## src/rtl/core/fixed_partition_fit_allocator_top_macros.svh

```systemverilog
// ----------------------------------------------------------------------------
// Assertion macros for the fixed-partition fit allocator
// Shared forms for immediate-cycle and next-cycle implications.
// ----------------------------------------------------------------------------
`ifndef FIXED_PARTITION_FIT_ALLOCATOR_TOP_MACROS_SVH
`define FIXED_PARTITION_FIT_ALLOCATOR_TOP_MACROS_SVH

// check cons in the same cycle as ante
`define FPFA_ASSERT_SAME(label, ante, cons, msg) \
  label: assert property (@(posedge clk) disable iff (!rst_n) (ante) |-> (cons)) \
    else $error(msg);

// check cons in the cycle after ante
`define FPFA_ASSERT_NEXT(label, ante, cons, msg) \
  label: assert property (@(posedge clk) disable iff (!rst_n) (ante) |=> (cons)) \
    else $error(msg);

`endif

```

## src/rtl/core/fpfa_pkg.sv

```systemverilog
`timescale 1ns / 1ps
// ----------------------------------------------------------------------------
// Fixed-partition fit allocator package
// Sizes, codes and beat types shared by the allocator.
// ----------------------------------------------------------------------------
package fpfa_pkg;

  localparam int NUM_PARTITIONS = 16;
  localparam int SIZE_BITS      = 16;

  localparam int IDX_BITS = (NUM_PARTITIONS > 1) ? $clog2(NUM_PARTITIONS) : 1;
  localparam int LIM_W    = $clog2(NUM_PARTITIONS + 1);

  localparam int OP_W     = 2;
  localparam int BIDX_W   = 4;
  localparam int REQ_W    = 16;
  localparam int STAT_W   = 2;
  localparam int GIDX_W   = 4;
  localparam int TOT_W    = 16;
  localparam int MODE_W   = 2;
  localparam int BCNT_W   = 5;
  localparam int CFG_W    = 5;
  localparam int WIDE_W   = (SIZE_BITS > REQ_W) ? SIZE_BITS : REQ_W;

  localparam logic [OP_W-1:0] OP_LOAD  = 2'd0;
  localparam logic [OP_W-1:0] OP_ALLOC = 2'd1;
  localparam logic [OP_W-1:0] OP_CLEAR = 2'd2;

  localparam logic [STAT_W-1:0] STAT_DONE  = 2'd0;
  localparam logic [STAT_W-1:0] STAT_GRANT = 2'd1;
  localparam logic [STAT_W-1:0] STAT_NOFIT = 2'd2;

  localparam logic [MODE_W-1:0] MODE_FIRST = 2'd0;
  localparam logic [MODE_W-1:0] MODE_BEST  = 2'd1;
  localparam logic [MODE_W-1:0] MODE_WORST = 2'd2;

  localparam logic REG_FIT_MODE    = 1'b0;
  localparam logic REG_BLOCK_COUNT = 1'b1;

  localparam logic [BCNT_W-1:0] BLOCK_COUNT_RST = 5'd16;

  typedef struct packed {
    logic [OP_W-1:0]   op;
    logic [BIDX_W-1:0] block_index;
    logic [REQ_W-1:0]  request_size;
  } in_beat_t;

  typedef struct packed {
    logic [STAT_W-1:0] status;
    logic [GIDX_W-1:0] granted_index;
    logic [TOT_W-1:0]  granted_total;
    logic [TOT_W-1:0]  leftover;
  } out_beat_t;

endpackage

```

## src/rtl/core/fixed_partition_fit_allocator_top.sv

```systemverilog
`timescale 1ns / 1ps
// ----------------------------------------------------------------------------
// Fixed-partition fit allocator
// Keeps partition sizes in a synchronous memory and taken flags in
// flip-flops; grants partitions by first, best or worst fit.
// ----------------------------------------------------------------------------
// A beat is taken when start is high and busy is low. Every beat gives one
// result, shown on out_data for exactly one cycle while out_strobe is high;
// the receiver cannot stall it, so it must take each result as it appears.
// Load, clear and undefined ops show their result in the cycle after they
// are taken and leave busy low; an allocate with block_count zero reports
// no fit the same way. Any other allocate scans the size memory one
// partition per cycle through its single read port: busy stays high
// through the scan, drain and report states, and the result is shown in
// the first cycle after busy falls. A new beat may be taken in the cycle
// the previous result is shown. Partition sizes have no reset; allocating
// over a partition that was never loaded gives an undefined choice.
// ----------------------------------------------------------------------------
`include "fixed_partition_fit_allocator_top_macros.svh"

module fixed_partition_fit_allocator_top (
  input  logic                            clk,
  input  logic                            rst_n,
  input  logic                            start,
  output logic                            busy,
  input  fpfa_pkg::in_beat_t              in_data,
  output logic                            out_strobe,
  output fpfa_pkg::out_beat_t             out_data,
  input  logic                            cfg_we,
  input  logic                            cfg_index,
  input  logic [fpfa_pkg::CFG_W-1:0]      cfg_wdata
);
  import fpfa_pkg::*;

  typedef enum logic [1:0] {
    ST_IDLE,
    ST_SCAN,
    ST_DRAIN,
    ST_REPORT
  } state_t;

  state_t               state_r;
  logic [MODE_W-1:0]    fit_mode_r;
  logic [BCNT_W-1:0]    block_count_r;
  logic [NUM_PARTITIONS-1:0] taken_r;
  logic [SIZE_BITS-1:0] size_mem [NUM_PARTITIONS];
  logic [SIZE_BITS-1:0] rd_data_r;
  logic [LIM_W-1:0]     cnt_r;
  logic [LIM_W-1:0]     limit_r;
  logic [REQ_W-1:0]     req_r;
  logic                 cmp_vld_r;
  logic [IDX_BITS-1:0]  cmp_idx_r;
  logic                 have_r;
  logic [IDX_BITS-1:0]  found_r;
  logic [SIZE_BITS-1:0] best_left_r;
  logic [SIZE_BITS-1:0] best_total_r;
  logic                 out_strobe_r;
  out_beat_t            out_data_r;

  state_t               state_nxt;
  logic [NUM_PARTITIONS-1:0] taken_nxt;
  logic [LIM_W-1:0]     cnt_nxt;
  logic [LIM_W-1:0]     limit_nxt;
  logic [REQ_W-1:0]     req_nxt;
  logic                 cmp_vld_nxt;
  logic [IDX_BITS-1:0]  cmp_idx_nxt;
  logic                 have_nxt;
  logic [IDX_BITS-1:0]  found_nxt;
  logic [SIZE_BITS-1:0] best_left_nxt;
  logic [SIZE_BITS-1:0] best_total_nxt;
  logic                 out_strobe_nxt;
  out_beat_t            out_data_nxt;

  logic                 accept;
  logic                 load_ok;
  logic                 mem_we;
  logic [IDX_BITS-1:0]  wr_addr;
  logic [IDX_BITS-1:0]  rd_addr;
  logic [LIM_W-1:0]     limit;
  logic                 fits;
  logic                 take;
  logic [SIZE_BITS-1:0] cmp_left;
  logic                 last_issue;

  assign busy       = (state_r != ST_IDLE);
  assign accept     = start && !busy;
  assign load_ok    = (32'(in_data.block_index) < 32'(NUM_PARTITIONS));
  assign mem_we     = accept && (in_data.op == OP_LOAD) && load_ok;
  assign wr_addr    = IDX_BITS'(in_data.block_index);
  assign rd_addr    = cnt_r[IDX_BITS-1:0];
  assign last_issue = (cnt_r == LIM_W'(limit_r - 1'b1));
  assign out_strobe = out_strobe_r;
  assign out_data   = out_data_r;

  always_comb begin
    if (32'(block_count_r) > 32'(NUM_PARTITIONS)) begin
      limit = LIM_W'(NUM_PARTITIONS);
    end else begin
      limit = LIM_W'(block_count_r);
    end
  end

  always_comb begin
    fits     = cmp_vld_r && !taken_r[cmp_idx_r] &&
               (WIDE_W'(rd_data_r) >= WIDE_W'(req_r));
    cmp_left = rd_data_r - SIZE_BITS'(req_r);
    take     = fits && (!have_r ||
                        ((fit_mode_r == MODE_BEST) && (cmp_left < best_left_r)) ||
                        ((fit_mode_r == MODE_WORST) && (cmp_left > best_left_r)));
  end

  always_ff @(posedge clk) begin
    if (mem_we) begin
      size_mem[wr_addr] <= SIZE_BITS'(in_data.request_size);
    end
    rd_data_r <= size_mem[rd_addr];
  end

  always_ff @(posedge clk) begin
    if (!rst_n) begin
      fit_mode_r    <= MODE_FIRST;
      block_count_r <= BLOCK_COUNT_RST;
    end else if (cfg_we) begin
      unique case (cfg_index)
        REG_FIT_MODE:    fit_mode_r    <= cfg_wdata[MODE_W-1:0];
        REG_BLOCK_COUNT: block_count_r <= cfg_wdata[BCNT_W-1:0];
        default:         fit_mode_r    <= fit_mode_r;
      endcase
    end
  end

  always_comb begin
    state_nxt      = state_r;
    taken_nxt      = taken_r;
    cnt_nxt        = cnt_r;
    limit_nxt      = limit_r;
    req_nxt        = req_r;
    cmp_vld_nxt    = cmp_vld_r;
    cmp_idx_nxt    = cmp_idx_r;
    have_nxt       = have_r;
    found_nxt      = found_r;
    best_left_nxt  = best_left_r;
    best_total_nxt = best_total_r;
    out_strobe_nxt = 1'b0;
    out_data_nxt   = out_data_r;
    if (take) begin
      have_nxt       = 1'b1;
      found_nxt      = cmp_idx_r;
      best_left_nxt  = cmp_left;
      best_total_nxt = rd_data_r;
    end
    unique case (state_r)
      ST_IDLE: begin
        if (accept) begin
          out_strobe_nxt      = 1'b1;
          out_data_nxt        = '0;
          out_data_nxt.status = STAT_DONE;
          unique case (in_data.op)
            OP_LOAD: begin
              if (load_ok) begin
                taken_nxt[wr_addr] = 1'b0;
              end
            end
            OP_ALLOC: begin
              if (limit == '0) begin
                out_data_nxt.status = STAT_NOFIT;
              end else begin
                out_strobe_nxt = 1'b0;
                state_nxt      = ST_SCAN;
                cnt_nxt        = '0;
                limit_nxt      = limit;
                req_nxt        = in_data.request_size;
                have_nxt       = 1'b0;
              end
            end
            OP_CLEAR: taken_nxt = '0;
            default:  taken_nxt = taken_r;
          endcase
        end
      end
      ST_SCAN: begin
        cmp_vld_nxt = 1'b1;
        cmp_idx_nxt = rd_addr;
        cnt_nxt     = LIM_W'(cnt_r + 1'b1);
        if (last_issue) begin
          state_nxt = ST_DRAIN;
        end
      end
      ST_DRAIN: begin
        cmp_vld_nxt = 1'b0;
        state_nxt   = ST_REPORT;
      end
      ST_REPORT: begin
        out_strobe_nxt = 1'b1;
        if (have_r) begin
          taken_nxt[found_r]         = 1'b1;
          out_data_nxt.status        = STAT_GRANT;
          out_data_nxt.granted_index = GIDX_W'(found_r);
          out_data_nxt.granted_total = TOT_W'(best_total_r);
          out_data_nxt.leftover      = TOT_W'(best_left_r);
        end else begin
          out_data_nxt        = '0;
          out_data_nxt.status = STAT_NOFIT;
        end
        state_nxt = ST_IDLE;
      end
      default: state_nxt = ST_IDLE;
    endcase
  end

  always_ff @(posedge clk) begin
    if (!rst_n) begin
      state_r      <= ST_IDLE;
      taken_r      <= '0;
      cmp_vld_r    <= 1'b0;
      have_r       <= 1'b0;
      out_strobe_r <= 1'b0;
      out_data_r   <= '0;
      cnt_r        <= '0;
      limit_r      <= '0;
      req_r        <= '0;
      cmp_idx_r    <= '0;
      found_r      <= '0;
      best_left_r  <= '0;
      best_total_r <= '0;
    end else begin
      state_r      <= state_nxt;
      taken_r      <= taken_nxt;
      cmp_vld_r    <= cmp_vld_nxt;
      have_r       <= have_nxt;
      out_strobe_r <= out_strobe_nxt;
      out_data_r   <= out_data_nxt;
      cnt_r        <= cnt_nxt;
      limit_r      <= limit_nxt;
      req_r        <= req_nxt;
      cmp_idx_r    <= cmp_idx_nxt;
      found_r      <= found_nxt;
      best_left_r  <= best_left_nxt;
      best_total_r <= best_total_nxt;
    end
  end

  `FPFA_ASSERT_SAME(a_grant_marks_taken,
    out_strobe_r && (out_data_r.status == STAT_GRANT), taken_r[found_r],
    "granted partition not marked taken")
  `FPFA_ASSERT_SAME(a_no_strobe_while_busy, state_r != ST_IDLE, !out_strobe_r,
    "result shown while scan in progress")
  `FPFA_ASSERT_SAME(a_zero_fields_unless_grant,
    out_strobe_r && (out_data_r.status != STAT_GRANT),
    (out_data_r.granted_index == '0) && (out_data_r.granted_total == '0) &&
    (out_data_r.leftover == '0),
    "non-grant result carries grant fields")
  `FPFA_ASSERT_SAME(a_scan_in_range, state_r == ST_SCAN, cnt_r < limit_r,
    "scan index beyond partition limit")

endmodule

```

## config.mk

```make
export PLATFORM = sky130hd
export DESIGN_NAME = fixed_partition_fit_allocator_top
export DESIGN_NICKNAME = d
export VERILOG_FILES = /design/src/rtl/core/fpfa_pkg.sv /design/src/rtl/core/fixed_partition_fit_allocator_top.sv
export VERILOG_INCLUDE_DIRS = /design/src /design/src/rtl/core
export SDC_FILE = /design/constraint.sdc
export NUM_CORES = 1
export LEC_CHECK = 0
export ABC_AREA = 1
export BUFFER_PORTS_ARGS = -buffer_cell sky130_fd_sc_hd__buf_2
export CAP_MARGIN = 15
export CORE_MARGIN = 2
export CORE_UTILIZATION = 55
export CTS_BUF_LIST = sky130_fd_sc_hd__clkbuf_8
export DETAILED_ROUTE_END_ITERATION = 10
export PLACE_DENSITY_LB_ADDON = 0.2
export REMOVE_ABC_BUFFERS = 1
export SLEW_MARGIN = 25
export SYNTH_ARGS = -nofsm -noshare
export SYNTH_HDL_FRONTEND = slang
export SYNTH_SLANG_ARGS = --single-unit
```

## constraint.sdc

```tcl
create_clock -name clk -period 3.7 [get_ports clk]
set_input_delay 0.925 -clock clk [delete_from_list [all_inputs] [get_ports clk]]
set_output_delay 0.925 -clock clk [all_outputs]
set_load 0.01 [all_outputs]
```

==> metrics <==
status=complete, no violations; share of post-route cells with drive strength above 1=12.27%; pre-CTS WS=297.8 ps; Post-DP Area=18330 um^2; Slew HR=a little under a third; WS Path Type=register to register; Worst setup SP type=register; Synth Cell Area=17540 um^2; Max-cap violations=0; antenna violations before repair=0; HP Class=register to register; gpl congestion=0.9013; Layout area overhead=12.01%; Worst Hold Path Cells=2; number of global-route vias before repair=12390; Worst-Skew Late Latency=600 ps; P_leak=0.007190 uW; Hold EP=req_r[7]; Post-synth ARST share=0%; Core ar.=around 31000 um^2; Final #Nets=1884; Critical Path RT=4170 ps; hold_sp=req_r[7]; clk root buf=clkbuf_8; Total Power=11880 uW; Final Skew=between 20 and 30 ps; cell taking the most area after synthesis=edfxtp_1; aggregate routed wire length=41.78 mm; register area share after synthesis=60.71%; gr usage total=25.06%; # DRC=0; count leader, synth=nor2_1; leading cell types by count after synthesis=nor2_1 (265), edfxtp_1 (256), nand2_1 (186); CTS max path bufs=3; 1st-iter DRT viols=around 1100; TNS Setup=0 ps; pin count of the biggest net entering global routing=83; minimum clock period=3295 ps; htree depth=3; RSZ-0062 raised after global routing=false; First-pass DRT Iterations=6; Yosys Warn Count=0; flop2flop setup slack=400 ps; number of I/O pins=72; Row Count=between 60 and 70; # clock sinks=slightly above 400; I/O Buffers=71; CTS Buf Count=67; most area-consuming cells after synthesis=edfxtp_1 (44%), dfxtp_1 (17%), nor2_1 (5.7%); Main synth FF type=edfxtp_1; Slew @ Worst Pin=1043 ps; CTS Hold Bufs=0; Synth Instances=1738; Initial Util=55.74%; Pwr per Cell Area=604.6 nW/um^2; post-synth top area share=43.82%; Distinct cells, synth=between 40 and 50; Util after Layout=62.43%; dpl hpwl=25.15 mm; Reg clk slew, reported paths=60 ps; drt via density=5.720; wire per inst=between 15 and 20 um; CP arrival=3770 ps; FF+latch count, synth=404; die area=roughly 33000 um^2; Final ANT Viol Nets=0; number of flops mapped to enable cells by yosys=256; period utilisation layout=between 80% and 90%; final setup margin=approximately 400 ps; CP Capture Type=register; CTS tree=yes; worst flop-to-flop path startpoint=rd_data_r[0]; R2R depth=22; GRT overflow=0; Die Y-Extent=182.6 um; Max Clock Freq=approximately 300 MHz; Final Hold Fails=0; VDD IR max=0.3400 mV; final setup fails=0; die width=between 150 and 200 um; Finished Cell Area=19650 um^2; Crit Path Max Fanout=19; routed via count=12980; Slew Viols, Final=0; first-pass GRT wire length=65.41 mm; reg-to-reg critical path endpoint=best_left_r[9]; syn_area_per_cell=10.09 um^2
## kinds of logic (layout without fill, tap and decap cells)
kind of cell               count (synthesis)  in the layout  share of synthesized area [%]
and+or+nand+nor                          662            662                          16.60
DFF                                      404            404                          60.71
AOI/OAI and AO/OA                        359            359                          12.14
buffers and inverters                    233            361                          5.513
adders and majority gates                 39             39                          2.824
muxes                                     24             24                          1.369
xor gates and xnor gates                  17             17                         0.8487
other                                      0              1                              0
## where the power goes
group,internal (uW),total [uW],leakage [uW],switching [uW]
Sequential,5060,5300,0.00351,236
Clock,1840,3600,0.000730,1760
Combinational,1050,2990,0.00295,1940
## critical path, stage by stage (launching register included)
cell,delay (ps)
dfxtp_1,290
inv_1,60
ha_1,200
inv_1,90
fa_1,420
nand2_1,110
nand2_2,70
nand2_1,80
nand2_2,60
nand2_1,70
nand3_1,80
xor2_1,190
inv_1,60
ha_1,270
nand2_1,50
nor2_1,110
a21boi_0,180
nor2_1,80
nand3_1,130
nand3_4,160
clkbuf_16,240
a21oi_1,130
nor2_1,60
## registers in the layout, indices dropped and copies added (netlist names), 2 cells and up
signal and flops:
size_mem 256, out_data 38, best_left_r 16, best_total_r 16, rd_data_r 16, req_r 16
taken_r 16, block_count_r 5, cnt_r 5, limit_r 5, cmp_idx_r 4, found_r 4
fit_mode_r 2, state_r 2
## stage by stage
| step | cells | hold WS [ps] |
|---|---|---|
| after detailed placement | 2144 | 452.2 |
| final | 2269 | 457.2 |
| after global placement | 2144 | 442.7 |
| after global routing | 2268 | 473.6 |
| after floorplan | 1632 | 426.8 |
| after CTS | 2266 | 460.6 |
## what timing repair did
action,4_1_cts,5_1_grt
setup endpoints to repair,0,19
gates resized for setup,0,5
buffers inserted,0,0
## area by class of cell
class	instances	area [um^2]
clock inverters	49	235.2
repair buffers	112	735.7
fillers	2617	11820
clock buffers	73	1005
diodes	1	2.502
multi-input cells	1101	6033
flip-flops and latches	404	10660
inverters	127	478.0
well taps	402	503.0
## routing by layer
layer  up-vias  part of all wire [%]  global-route usage (%)  wire, um
met2       446                    47                   40.79     19540
met5         -                     0                       0         0
li1       6306                     -                       -         -
met1      6145                    44                   34.10     18480
met3        81                   6.5                   4.291      2720
met4         0                   2.5                   8.903      1031
## how the worst max path moves through the flow
stage | start | end | slack, ps | cells after the start
floorplan | cnt_r[0] | rd_data_r[0] | -2400 | 5
global placement | rd_data_r[0] | best_total_r[0] | 390 | 24
detailed placement | rd_data_r[0] | best_left_r[3] | 300 | 24
CTS | rd_data_r[0] | best_left_r[4] | 280 | 24
global route | rd_data_r[0] | best_left_r[4] | 20 | 23
finish | rd_data_r[0] | best_left_r[9] | 400 | 22
## placed cells by master, fill, tap and decap left out, types with 3 or more instances in the layout
master,n
buf_12,3
ha_1,37
o21ai_0,130
xor2_1,12
buf_2,71
buf_4,36
nand2_1,186
dfxtp_1,146
nor2_1,264
inv_1,151
o32ai_1,42
nand3b_1,22
clkbuf_8,73
a211oi_1,4
o221ai_1,24
xnor2_1,5
clkinv_1,13
nand4_1,43
a21o_1,3
edfxtp_1,256
nor3_2,16
nand3_2,4
a21oi_1,128
nor3_1,10
nand3_1,106
mux2i_1,24
o21bai_1,3
o21ai_1,3
o211ai_1,16
clkinv_2,6
Power figures use the tool's default switching activity.
